==> src/design/mbrf_pkg.sv <==
`default_nettype none

package mbrf_pkg;

	localparam logic [15:0] CRC_INIT      = 16'hFFFF;
	localparam logic [15:0] CRC_POLY      = 16'hA001;
	localparam logic [7:0]  FUNC_INPUT    = 8'h04;
	localparam logic [7:0]  FUNC_HOLDING  = 8'h03;
	localparam logic [7:0]  COUNT_INPUT   = 8'h02;
	localparam logic [7:0]  COUNT_HOLDING = 8'h01;
	localparam logic [7:0]  COUNT_HIGH    = 8'h00;
	localparam logic [7:0]  SLAVE_ID_INIT = 8'h01;
	localparam int          FRAME_LEN     = 8;
	localparam int          POS_W         = $clog2(FRAME_LEN);
	localparam logic [POS_W-1:0] LAST_POS = POS_W'(FRAME_LEN - 1);

	// Request kind codes
	localparam logic KIND_INPUT   = 1'b0;
	localparam logic KIND_HOLDING = 1'b1;

	// Request fields carried down the CRC pipeline
	typedef struct packed {
		logic [7:0]  slave_id;
		logic        kind;
		logic [15:0] start_address;
	} mbrf_req_t;

	// Header plus finished CRC, handed to the serializer
	typedef struct packed {
		mbrf_req_t   req;
		logic [15:0] crc;
	} mbrf_frame_t;

	// Fold one byte into the CRC, LSB first
	function automatic logic [15:0] crc_fold(input logic [15:0] crc, input logic [7:0] b);
		logic [15:0] c;
		c = crc ^ {8'h00, b};
		for (int i = 0; i < 8; i++) begin
			c = c[0] ? ((c >> 1) ^ CRC_POLY) : (c >> 1);
		end
		return c;
	endfunction

	function automatic logic [7:0] func_code(input logic kind);
		return (kind == KIND_HOLDING) ? FUNC_HOLDING : FUNC_INPUT;
	endfunction

	function automatic logic [7:0] count_low(input logic kind);
		return (kind == KIND_HOLDING) ? COUNT_HOLDING : COUNT_INPUT;
	endfunction

endpackage

`default_nettype wire

==> src/design/modbus_read_request_framer.sv <==
// Modbus RTU read request framer. Each accepted request (kind, start_address) becomes one
// eight-byte frame on the output: slave id, function code (0x04 for kind 0, 0x03 for kind 1),
// address high and low, register count high and low (2 for kind 0, 1 for kind 1), then the
// CRC-16/MODBUS low and high bytes; last_byte marks the CRC high byte. The CRC is computed in
// a three-stage pipeline, two header bytes per stage, and the finished frame is shifted out
// one byte per cycle while out_stall is low, so the byte serializer sets the sustained request
// rate. A request passes through the three CRC stages and is then loaded into the serializer
// before its first byte is offered. Up to three further requests wait in the CRC stages while
// a frame streams out. slave_id resets to 1 and should be written only while no frame is in
// flight.
`default_nettype none

module modbus_read_request_framer import mbrf_pkg::*; (
	input  wire logic        clk,
	input  wire logic        arst_n,
	input  wire logic        cfg_wr_en,
	input  wire logic [7:0]  cfg_wr_data,
	input  wire logic        in_valid,
	output logic             in_stall,
	input  wire logic        kind,
	input  wire logic [15:0] start_address,
	output logic             out_valid,
	input  wire logic        out_stall,
	output logic [7:0]       frame_byte,
	output logic             last_byte
);

	logic [7:0]  slave_id_q;
	mbrf_req_t   in_req;
	logic        frm_valid;
	logic        frm_ready;
	mbrf_frame_t frm;

	// Hold the slave address register
	always_ff @(posedge clk or negedge arst_n) begin
		if (!arst_n) begin
			slave_id_q <= SLAVE_ID_INIT;
		end else if (cfg_wr_en) begin
			slave_id_q <= cfg_wr_data;
		end
	end

	assign in_req.slave_id      = slave_id_q;
	assign in_req.kind          = kind;
	assign in_req.start_address = start_address;

	mbrf_crc_pipe u_crc_pipe (
		.clk       (clk),
		.arst_n    (arst_n),
		.in_valid  (in_valid),
		.in_stall  (in_stall),
		.in_req    (in_req),
		.frm_valid (frm_valid),
		.frm_ready (frm_ready),
		.frm       (frm)
	);

	mbrf_serializer u_serializer (
		.clk        (clk),
		.arst_n     (arst_n),
		.frm_valid  (frm_valid),
		.frm_ready  (frm_ready),
		.frm        (frm),
		.out_valid  (out_valid),
		.out_stall  (out_stall),
		.frame_byte (frame_byte),
		.last_byte  (last_byte)
	);

endmodule

`default_nettype wire

==> src/design/mbrf_crc_pipe.sv <==
`default_nettype none

module mbrf_crc_pipe import mbrf_pkg::*; (
	input  wire logic        clk,
	input  wire logic        arst_n,
	input  wire logic        in_valid,
	output logic             in_stall,
	input  wire mbrf_req_t   in_req,
	output logic             frm_valid,
	input  wire logic        frm_ready,
	output mbrf_frame_t      frm
);

	logic        v_s1, v_s2, v_s3;
	mbrf_req_t   req_s1, req_s2, req_s3;
	logic [15:0] crc_s1, crc_s2, crc_s3;
	logic        ready_s1, ready_s2, ready_s3;

	// Advance a stage when it is empty or its contents move on
	assign ready_s3 = !v_s3 || frm_ready;
	assign ready_s2 = !v_s2 || ready_s3;
	assign ready_s1 = !v_s1 || ready_s2;
	assign in_stall = !ready_s1;

	// Valid bits
	always_ff @(posedge clk or negedge arst_n) begin
		if (!arst_n) begin
			v_s1 <= 1'b0;
			v_s2 <= 1'b0;
			v_s3 <= 1'b0;
		end else begin
			if (ready_s1) v_s1 <= in_valid;
			if (ready_s2) v_s2 <= v_s1;
			if (ready_s3) v_s3 <= v_s2;
		end
	end

	// Stage 1: slave id and function code
	always_ff @(posedge clk) begin
		if (ready_s1 && in_valid) begin
			req_s1 <= in_req;
			crc_s1 <= crc_fold(crc_fold(CRC_INIT, in_req.slave_id), func_code(in_req.kind));
		end
	end

	// Stage 2: start address, high byte then low byte
	always_ff @(posedge clk) begin
		if (ready_s2 && v_s1) begin
			req_s2 <= req_s1;
			crc_s2 <= crc_fold(crc_fold(crc_s1, req_s1.start_address[15:8]),
				req_s1.start_address[7:0]);
		end
	end

	// Stage 3: register count, high byte then low byte
	always_ff @(posedge clk) begin
		if (ready_s3 && v_s2) begin
			req_s3 <= req_s2;
			crc_s3 <= crc_fold(crc_fold(crc_s2, COUNT_HIGH), count_low(req_s2.kind));
		end
	end

	assign frm_valid = v_s3;
	assign frm.req   = req_s3;
	assign frm.crc   = crc_s3;

endmodule

`default_nettype wire

==> src/design/mbrf_serializer.sv <==
`default_nettype none

module mbrf_serializer import mbrf_pkg::*; (
	input  wire logic         clk,
	input  wire logic         arst_n,
	input  wire logic         frm_valid,
	output logic              frm_ready,
	input  wire mbrf_frame_t  frm,
	output logic              out_valid,
	input  wire logic         out_stall,
	output logic [7:0]        frame_byte,
	output logic              last_byte
);

	logic                  busy_q;
	logic [POS_W-1:0]      pos_q;
	logic [8*FRAME_LEN-1:0] shift_q;
	logic                  at_last;
	logic                  take;

	assign at_last   = (pos_q == LAST_POS);
	// Load the next frame when idle or as the final byte leaves
	assign frm_ready = !busy_q || (at_last && !out_stall);
	assign take      = frm_valid && frm_ready;

	// Byte counter and busy flag
	always_ff @(posedge clk or negedge arst_n) begin
		if (!arst_n) begin
			busy_q <= 1'b0;
			pos_q  <= '0;
		end else if (take) begin
			busy_q <= 1'b1;
			pos_q  <= '0;
		end else if (busy_q && !out_stall) begin
			if (at_last) begin
				busy_q <= 1'b0;
			end
			pos_q <= pos_q + POS_W'(1);
		end
	end

	// Frame bytes, first byte in the low lane; shift down as bytes leave
	always_ff @(posedge clk) begin
		if (take) begin
			shift_q <= {frm.crc[15:8], frm.crc[7:0], count_low(frm.req.kind), COUNT_HIGH,
				frm.req.start_address[7:0], frm.req.start_address[15:8],
				func_code(frm.req.kind), frm.req.slave_id};
		end else if (busy_q && !out_stall) begin
			shift_q <= {8'h00, shift_q[8*FRAME_LEN-1:8]};
		end
	end

	assign out_valid  = busy_q;
	assign frame_byte = shift_q[7:0];
	assign last_byte  = at_last;

endmodule

`default_nettype wire

==> config.mk <==
export PLATFORM = sky130hd
export DESIGN_NAME = modbus_read_request_framer
export DESIGN_NICKNAME = d
export VERILOG_FILES = /design/src/design/mbrf_pkg.sv /design/src/design/modbus_read_request_framer.sv /design/src/design/mbrf_crc_pipe.sv /design/src/design/mbrf_serializer.sv
export SDC_FILE = /design/constraint.sdc
export NUM_CORES = 1
export LEC_CHECK = 0
export BUFFER_PORTS_ARGS = -buffer_cell sky130_fd_sc_hd__buf_2
export CORE_MARGIN = 4
export CORE_UTILIZATION = 50
export DETAILED_ROUTE_END_ITERATION = 6
export PLACE_DENSITY = 0.75
export SLEW_MARGIN = 20
export SYNTH_ARGS = -nofsm -noshare
export SYNTH_HDL_FRONTEND = slang
export SYNTH_HIERARCHICAL = 1
export SYNTH_SLANG_ARGS = --single-unit
==> constraint.sdc <==
create_clock -name clk -period 3.5 [get_ports clk]
set_clock_uncertainty 0.2 [all_clocks]
set_input_delay 0.7 -clock clk [delete_from_list [all_inputs] [get_ports clk]]
set_output_delay 0.7 -clock clk [all_outputs]
set_load 0.03 [all_outputs]
==> flow_metrics.py, run 1 <==
metrics = {
    "global_routing": {
        "grt_max_degree": 43,
        "use_met3_pct": 4.16,
        "busiest_layer": "met2",
        "grt_pass1_vias": 4064,
        "grt_overflow": 0,
        "grt_pass1_wl_um": 20800,
        "use_met2_pct": 23.9,
        "use_met1_pct": 20.0,
        "grt_usage_pct": 15.2,
        "antenna_found_initial": 0,
    },
    "critical_path": {
        "cp.required_ns": 2.60,
        "reg2reg_slack_ns": 0.97,
        "cp_cell_sequence": "ha_1, ha_1, nand2b_1, nand2_1, nor2b_2, nand3_1, inv_1, buf_2",
        "cp-start-kind": "register",
        "crit_fanout": 5,
        "worst_ep_arrival_time_ns": 2.26,
        "cp_common_cell": "ha_1",
        "cp_top_family": "simple AND/OR/NAND/NOR gates",
        "endpoint_kind": "output port",
        "cp_num_buf_inv": 2,
        "r2r_cells": 8,
        "r2r-end": "u_crc_pipe/crc_s1[7]",
        "slowest_delay_ns": 0.40,
        "crit_slowest_cell": "dfrtp_1",
        "critPathKind": "register to output port",
        "rr_startpoint": "u_serializer/pos_q[0]",
    },
    "power": {
        "p_total_mw": 5.49,
        "p_leak_nw": 3.16,
        "p_per_area_mw_per_mm2": 616,
        "ir_worst_vdd_mv": 0.440,
    },
    "cts": {
        "clk_pin_slew_ns": 0.07,
        "cts_inserted_buffers": 17,
        "insertion_delay_ns": 0.44,
        "clockRootBuffer": "clkbuf_16",
        "clk_path_buf_depth": 2,
        "cts_tree": "yes",
        "clock-sinks": 200,
        "htreeDepth": 4,
    },
    "floorplanning": {
        "die_w_um": 134,
        "core-area_mm2": 0.0154,
        "die-area_mm2": 0.0180,
        "rows": 45,
        "initial_core_util_pct": 51.7,
        "io_pins": 41,
        "die_height_um": 134,
    },
    "routing": {
        "vias_per_cell": 5.21,
        "firstDrtPassIters": 5,
        "detail-route-antenna-nets": 0,
        "drtIter0Drc": 298,
        "wl_per_cell_um": 16.4,
        "drt-total-wl_um": 12700,
        "vias": 4039,
        "drc": 0,
    },
    "worst_hold_path": {
        "hold_path_class": "register to register",
        "min_path_cells": 0,
        "hold_end": "u_crc_pipe/frm[39]",
        "worstHoldStart": "u_crc_pipe/req_s2[23]",
    },
    "cells_and_area": {
        "synthToLayoutAreaGrowth_pct": 11.8,
        "most-common-layout-cells": "edfxtp_1, nand2_1, xnor2_1",
        "fillers": 1183,
        "n_antenna_cell": 0,
        "final_common_cell": "edfxtp_1",
        "nets": 583,
        "final_util_pct": 57.8,
        "drive_gt1_share_pct": 16.8,
    },
    "sta": {
        "setup_slack_ns": 0.338,
        "slew_violations": 0,
        "hold_ws_ns": 0.222,
        "tightest_slew_ns": 0.979,
        "setup_violations": 0,
        "fin_crit_sh_pct": 90.3,
        "max_freq_mhz": 316,
        "tns_ns": 0,
        "rsz0062_at_grt": "no",
        "layout_min_cycle_time_ns": 3.16,
        "relSlewSlack_pct": 34.6,
        "hold_viol": 0,
    },
    "placement": {
        "gp_congestion": 0.765,
        "io_buffers": 40,
        "place_ws_ns": 0.618,
        "hpwl_um": 8750,
    },
    "synthesis": {
        "syn_area_mm2": 0.00798,
        "netlist_instances": 511,
        "synth.distinct_cells": 30,
        "syn_nets": 543,
        "ys_seq_elements": 200,
        "ys_seq_area_share_pct": 73.3,
        "yosys_warnings": 6,
        "syn_avg_cell_area_um2": 15.6,
    },
    "run": {
        "drv_cap": 0,
    },
    "run_status": {
        "status": "complete, no violations",
    },
}
## worst register-to-register path: cells and delay by family, from the launching register on
kind,cells,cell delay (ns)
and+or+nand+nor,5,0.88
adders and majority gates,2,0.48
DFF,1,0.40
buffers and inverters,1,0.27
## synth_stat cells
cell type | number | area share [%]
or2_2 | 1 | 0.078
inv_1 | 5 | 0.24
buf_4 | 12 | 1.1
nand2b_1 | 7 | 0.55
o31ai_1 | 1 | 0.094
buf_6 | 4 | 0.56
xnor2_1 | 49 | 5.4
and2_1 | 23 | 1.8
edfxtp_1 | 177 | 67
xor2_1 | 30 | 3.3
ha_1 | 2 | 0.31
nor2b_1 | 4 | 0.31
mux2_4 | 8 | 1.5
nor2_1 | 3 | 0.14
nand3_1 | 1 | 0.063
a22oi_2 | 1 | 0.16
o21ai_0 | 25 | 1.6
buf_2 | 6 | 0.38
a21boi_1 | 1 | 0.094
conb_1 | 2 | 0.094
a22oi_1 | 33 | 3.1
xor3_1 | 2 | 0.60
a21boi_4 | 1 | 0.24
clkbuf_1 | 6 | 0.28
dfxtp_1 | 8 | 2.0
dfstp_2 | 1 | 0.33
dfrtp_1 | 14 | 4.4
o21ai_1 | 33 | 2.1
nand2_1 | 50 | 2.4
xnor3_1 | 1 | 0.28
## state kept, by name, indices dropped and copies added, names as in the netlist
| signal | flops |
|---|---|
| slave_id_q | 8 |
| u_crc_pipe/crc_s1 | 14 |
| u_crc_pipe/crc_s2 | 16 |
| u_crc_pipe/crc_s3 | 16 |
| u_crc_pipe/frm | 25 |
| u_crc_pipe/frm_valid | 1 |
| u_crc_pipe/req_s1 | 25 |
| u_crc_pipe/req_s2 | 25 |
| u_crc_pipe/v_s1 | 1 |
| u_crc_pipe/v_s2 | 1 |
| u_serializer/out_valid | 1 |
| u_serializer/pos_q | 3 |
| u_serializer/shift_q | 64 |
## routing by layer
metal	vias up	part of all wire (%)
met5	-	0
li1	1931	-
met4	0	2.2
met3	18	5.4
met1	1957	44
met2	133	48
## metrics by stage
step / std cells / cell area (µm²)
floorplan: 511 / 7980
global placement: 742 / 8330
detailed placement: 742 / 8330
CTS: 775 / 8920
global route: 775 / 8920
finish: 775 / 8920
## cell families (layout without fill, tap and decap cells)
| group | count (synthesis) | count (layout) | share of synthesized area (%) |
|---|---|---|---|
| AOI/OAI and AO/OA | 95 | 95 | 7.32 |
| xor gates and xnor gates | 82 | 82 | 9.55 |
| adders and majority gates | 2 | 2 | 0.314 |
| buffers and inverters | 33 | 86 | 2.59 |
| DFF | 200 | 200 | 73.3 |
| muxes | 8 | 8 | 1.51 |
| other | 2 | 2 | 0.0941 |
| and+or+nand+nor | 89 | 89 | 5.30 |
## cell type report
class | instances | area, µm² | share of cell area, %
repair buffers | 49 | 270 | 3.03
multi-input cells | 278 | 1940 | 21.7
well taps | 211 | 264 | 2.96
clock buffers | 19 | 443 | 4.96
inverters | 5 | 18.8 | 0.210
clock inverters | 13 | 136 | 1.53
flip-flops and latches | 200 | 5850 | 65.6
## worst max-delay path by stage
stage | slack (ns) | endpoint | start | cells past startpoint
floorplan | 0.59 | u_crc_pipe/crc_s3[0] | u_serializer/pos_q[0] | 6
global placement | 0.68 | in_stall | u_serializer/pos_q[0] | 8
detailed placement | 0.62 | in_stall | u_serializer/pos_q[0] | 8
CTS | 0.15 | in_stall | u_serializer/pos_q[0] | 8
global route | 0.16 | in_stall | u_serializer/pos_q[0] | 8
finish | 0.34 | in_stall | u_serializer/pos_q[0] | 8
## power by group
group	switching, mW	internal, mW
clock network	0.866	1.02
logic	0.369	0.297
registers	0.0906	2.85
total	1.33	4.17
## timing repair
item / CTS / global route
setup endpoints to repair: 0 / 1
resized for setup: 0 / 1
hold buffers: 1 / 0
hold endpoints to repair: 14 / 0
setup buffers: 0 / 0
(Power assumes the default switching activity.)
==> inputs of run 2 (changes only) <==
CELL_PAD_IN_SITES_DETAIL_PLACEMENT = 0   (was default)
CELL_PAD_IN_SITES_GLOBAL_PLACEMENT = 1   (was default)
CORE_UTILIZATION = 46   (was 50)
PLACE_DENSITY = 0.79   (was 0.75)
==> flow_metrics.py, run 2 (synthesis results as in run 1) <==
metrics = {
    "run_status": {
        "status": "complete, no violations",
    },
    "routing": {
        "drtIter0Drc": 329,
        "drt-total-wl_um": 12900,
        "vias": 3978,
        "firstDrtPassIters": 5,
        "detail-route-antenna-nets": 0,
        "vias_per_cell": 5.08,
        "wl_per_cell_um": 16.5,
        "drc": 0,
    },
    "placement": {
        "io_buffers": 40,
        "place_ws_ns": 0.632,
        "hpwl_um": 8760,
        "gp_congestion": 0.770,
        "dpl.cell_count": 750,
    },
    "cells_and_area": {
        "most-common-layout-cells": "edfxtp_1, nand2_1, xnor2_1",
        "synthToLayoutAreaGrowth_pct": 12.3,
        "drive_gt1_share_pct": 16.5,
        "final_common_cell": "edfxtp_1",
        "largest_reg_flops": 64,
        "regMostFlops": "u_serializer/shift_q",
        "nets": 582,
        "instances_no_fill": 783,
        "n_antenna_cell": 0,
        "fillers": 1373,
    },
    "critical_path": {
        "slowest_delay_ns": 0.40,
        "cp.required_ns": 2.60,
        "critPathKind": "register to output port",
        "cp-start-kind": "register",
        "cp_cell_sequence": "ha_1, ha_1, nand2b_1, nand2_1, nor2b_2, nand3_1, inv_1, buf_2",
        "endpoint_kind": "output port",
        "crit_fanout": 5,
        "cp_common_cell": "ha_1",
        "crit_slowest_cell": "dfrtp_1",
        "worst_ep_arrival_time_ns": 2.27,
    },
    "sta": {
        "fin_crit_sh_pct": 90.6,
        "max_freq_mhz": 315,
        "hold_viol": 0,
        "setup_violations": 0,
        "tns_ns": 0,
        "setup_slack_ns": 0.328,
        "tightest_slew_ns": 1.00,
        "rsz0062_at_grt": "no",
        "relSlewSlack_pct": 33.2,
        "layout_min_cycle_time_ns": 3.17,
        "slew_violations": 0,
    },
    "cts": {
        "clockRootBuffer": "clkbuf_16",
        "htreeDepth": 4,
        "post_cts_buffers": 0,
        "clk_pin_slew_ns": 0.07,
        "insertion_delay_ns": 0.43,
        "cts_inserted_buffers": 17,
        "cts_tree": "yes",
        "clock-sinks": 200,
        "clk_path_buf_depth": 2,
    },
    "floorplanning": {
        "rows": 47,
        "core-area_mm2": 0.0168,
        "die-area_mm2": 0.0195,
        "die_height_um": 140,
        "die_w_um": 140,
        "initial_core_util_pct": 47.4,
        "io_pins": 41,
    },
    "global_routing": {
        "grt_max_degree": 52,
        "grt_pass1_wl_um": 20700,
        "grt_usage_pct": 13.9,
        "grt_overflow": 0,
        "grt_pass1_vias": 3928,
        "antenna_found_initial": 0,
    },
    "power": {
        "p_per_area_mw_per_mm2": 621,
        "ir_worst_vdd_mv": 0.391,
        "p_leak_nw": 3.17,
        "p_total_mw": 5.57,
    },
    "run": {
        "drv_cap": 0,
    },
    "worst_hold_path": {
        "hold_path_class": "register to register",
    },
}
run 2: final cells by class:
cell class,count,area (µm²),area share [%]
clock buffer,19,443,4.94
clock inverter,13,159,1.77
inverter,5,18.8,0.209
multi-input combinational,278,1940,21.6
sequential,200,5850,65.3
tap,220,275,3.07
timing repair buffer,48,275,3.07
run 2: path summary, 6_finish.rpt:
kind / depth (start not counted) / slack (ns) / startpoint / endpoint
setup / recovery: 8 / 0.33 / u_serializer/pos_q[0] / in_stall
hold / removal: 0 / 0.21 / u_crc_pipe/req_s1[24] / u_crc_pipe/req_s2[24]
setup reg to reg: 8 / 0.95 / u_serializer/pos_q[0] / u_crc_pipe/req_s1[0]
hold reg to reg: 0 / 0.21 / u_crc_pipe/req_s1[24] / u_crc_pipe/req_s2[24]
max in group asynchronous: 2 / 2.25 / arst_n / slave_id_q[0]
min in group asynchronous: 2 / 0.53 / arst_n / u_crc_pipe/v_s1
run 2: routing by layer:
metal / track usage [%] / up-vias / wire length (µm) / share of wire, %
met5: 0 / - / 0 / 0
met4: 6.27 / 0 / 228 / 1.8
met3: 3.88 / 18 / 636 / 4.9
met2: 21.3 / 101 / 6210 / 48
met1: 18.6 / 1943 / 5810 / 45
li1: - / 1916 / - / -
run 2: repair_timing:
item,4_1_cts,5_1_grt
endpoints found under the hold margin,14,0
hold buffers,1,0
setup endpoints to repair,0,1
resized for setup,0,1
run 2: critical path, delay by kind of cell (launching register included):
family	cells	cell delay, ns
buffers and inverters	2	0.26
flip-flops	1	0.40
AND/OR/NAND/NOR	4	0.71
adder cells (fa/ha/maj)	2	0.48
run 2: report_power, final:
part	switching [mW]	internal (mW)
registers	0.0937	2.85
logic	0.374	0.298
clock network	0.858	1.09
total	1.33	4.24
run 2: through the flow:
| step | util (%) | instance area [µm²] | hold slack (ns) |
|---|---|---|---|
| after floorplan | - | 7980 | 0.200 |
| after detailed placement | 49.6 | 8350 | 0.205 |
| final | 53.3 | 8960 | 0.213 |
| after global placement | 49.6 | 8350 | 0.207 |
| after global routing | 53.3 | 8960 | 0.214 |
| after CTS | 53.3 | 8960 | 0.208 |
==> inputs of run 3 (changes only) <==
CORE_ASPECT_RATIO = 0.8   (was default)
PLACE_DENSITY = 0.8   (was 0.79)
SYNTH_HIERARCHICAL = default   (was 1)
==> flow_metrics.py, run 3 <==
metrics = {
    "synthesis": {
        "syn_nets": 532,
        "yosys-top-cells-count": "edfxtp_1, nand2_1, xnor2_1",
        "synth-compound-area-share_pct": 1.51,
        "ys.flop_type": "edfxtp_1",
        "yosysTopAreaCellShare_pct": 68.8,
        "synth.distinct_cells": 29,
        "synth-simple-area-share_pct": 8.96,
        "yosys_warnings": 0,
        "synth_edf_count": 177,
        "synthArstFlopShare_pct": 7.50,
        "synth_area_leaders": "edfxtp_1, xnor2_1, dfrtp_1, nand2_1, xor2_1",
        "synth_top_area_cell": "edfxtp_1",
        "synth_xor_area_share_pct": 10.3,
        "ys_seq_elements": 200,
        "synth_top_family_by_area": "XOR/XNOR gates",
        "syn_area_mm2": 0.00772,
        "synthMuxAreaShare_pct": 0.875,
        "yosysMostFrequentCell": "edfxtp_1",
        "netlist_instances": 500,
        "synth_fa_ha_area_share_pct": 0.324,
        "syn_avg_cell_area_um2": 15.4,
        "ys_seq_area_share_pct": 75.8,
    },
    "floorplanning": {
        "die-area_mm2": 0.0189,
        "die_height_um": 124,
        "core-area_mm2": 0.0165,
        "die_w_um": 153,
        "rows": 42,
        "io_pins": 41,
        "initial_core_util_pct": 46.8,
    },
    "cts": {
        "insertion_delay_ns": 0.42,
        "htreeDepth": 4,
        "clockRootBuffer": "clkbuf_16",
        "post_cts_buffers": 0,
        "clk_path_buf_depth": 2,
        "cts_resized": 0,
        "cts_tree": "yes",
        "cts_inserted_buffers": 17,
        "clk_pin_slew_ns": 0.07,
        "cts_hold_buffers": 0,
        "clock-sinks": 200,
    },
    "critical_path": {
        "cp_cell_sequence": "ha_1, ha_1, a21boi_0, nand4_1, inv_1, buf_2",
        "slowest_delay_ns": 0.57,
        "crit_fanout": 3,
        "critPathKind": "register to output port",
        "worst_ep_arrival_time_ns": 2.35,
        "rr_startpoint": "u_serializer.pos_q[0]",
        "reg2reg_slack_ns": 0.85,
        "cp_common_cell": "ha_1",
        "r2r_cells": 6,
        "crit_slowest_cell": "a21boi_0",
        "crit_start": "u_serializer.pos_q[0]",
        "cp.required_ns": 2.60,
        "cp-start-kind": "register",
        "endpoint_kind": "output port",
    },
    "cells_and_area": {
        "final_common_cell": "edfxtp_1",
        "most-common-layout-cells": "edfxtp_1, nand2_1, xnor2_1",
        "n_antenna_cell": 0,
        "nets": 572,
        "regMostFlops": "u_serializer.shift_q",
        "synthToLayoutAreaGrowth_pct": 12.9,
        "largest_reg_flops": 64,
        "drive_gt1_share_pct": 15.9,
    },
    "global_routing": {
        "grt_pass1_vias": 3599,
        "grt_pass1_wl_um": 19300,
        "antenna_found_initial": 0,
        "grt_overflow": 0,
        "grt_usage_pct": 13.4,
        "grt_max_degree": 46,
    },
    "routing": {
        "firstDrtPassIters": 5,
        "drc": 0,
        "drt-total-wl_um": 11900,
        "detail-route-antenna-nets": 0,
        "drtIter0Drc": 363,
        "vias": 3736,
        "wl_per_cell_um": 15.4,
        "vias_per_cell": 4.83,
    },
    "placement": {
        "gp_congestion": 0.790,
        "hpwl_um": 8310,
        "io_buffers": 40,
    },
    "run": {
        "drv_cap": 0,
    },
    "power": {
        "p_total_mw": 5.73,
        "p_per_area_mw_per_mm2": 658,
        "p_leak_nw": 3.26,
        "ir_worst_vdd_mv": 0.377,
    },
    "worst_hold_path": {
        "hold_path_class": "input port to async pin",
    },
    "sta": {
        "relSlewSlack_pct": 52.7,
        "hold_ws_ns": 0.00145,
        "tns_ns": 0,
        "slew_violations": 0,
        "rsz0062_at_grt": "no",
        "hold_viol": 0,
        "tightest_slew_ns": 0.704,
        "fin_crit_sh_pct": 92.7,
        "max_freq_mhz": 308,
        "layout_min_cycle_time_ns": 3.25,
        "setup_violations": 0,
    },
    "run_status": {
        "status": "complete, no violations",
    },
}
==> run 3: changes by cell type after synthesis, moves of 10 or more <==
cell / before / now
nand2_1: 50 / 90
nand3_1: 1 / 33
o21ai_0: 25 / 3
a21oi_1: 0 / 10
and3_1: 0 / 19
a22oi_1: 33 / 0
and2_1: 23 / 4
o21ai_1: 33 / 0
==> run 3: power by group <==
part           switching, mW  total (mW)  internal, mW
Clock                  0.812        1.85          1.04
Sequential             0.102        3.05          2.95
Combinational          0.455       0.827         0.372
Total                   1.37        5.73          4.36
==> run 3: logic make-up (layout without fill, tap and decap cells) <==
logic type,count (synthesis),count (layout)
buffers and inverters,35,88
XOR/XNOR,82,82
adder cells (fa/ha/maj),2,2
other,2,2
multiplexers,6,6
AO/OA/AOI/OAI,19,19
flip-flops,200,200
AND/OR/NAND/NOR,154,154
==> run 3: critical path, delay by kind of cell, from the launching register on <==
kind | cells | cell delay [ns]
buf+inv | 2 | 0.29
compound gates | 1 | 0.57
simple gates | 1 | 0.25
fa+ha+maj | 2 | 0.43
flops | 1 | 0.39
==> run 3: metal layers <==
layer | up-vias | part of all wire, % | global-route usage (%)
met5 | - | 0 | 0
met4 | 0 | 1.2 | 4.67
met3 | 11 | 5.5 | 3.37
met2 | 93 | 44 | 19.4
met1 | 1801 | 50 | 19.9
li1 | 1831 | - | -
==> run 3: final timing paths <==
path	end
max in group asynchronous	slave_id_q[0]
min in group clk	u_crc_pipe.frm[40]
hold reg to reg	u_crc_pipe.frm[40]
hold / removal	slave_id_q[2]
setup reg to reg	u_crc_pipe.req_s1[13]
setup / recovery	in_stall
==> run 3: layout make-up <==
class                           instances  area, µm²
Tap cell                              220        275
Inverter                                8       30.0
Clock inverter                         14        131
Clock buffer                           18        429
Timing Repair Buffer                   48        285
Multi-Input combinational cell        265       1720
Fill cell                            1336       7780
Sequential cell                       200       5850
==> run 3: stage by stage <==
step / cells / setup WS (ns) / util (%) / area (µm²)
after global routing: 773 / 0.112 / 52.8 / 8720
after floorplan: 500 / 0.472 / - / 7720
after global placement: 741 / 0.642 / 49.4 / 8160
after CTS: 773 / 0.223 / 52.8 / 8720
after detailed placement: 741 / 0.596 / 49.4 / 8160
final: 773 / 0.254 / 52.8 / 8720
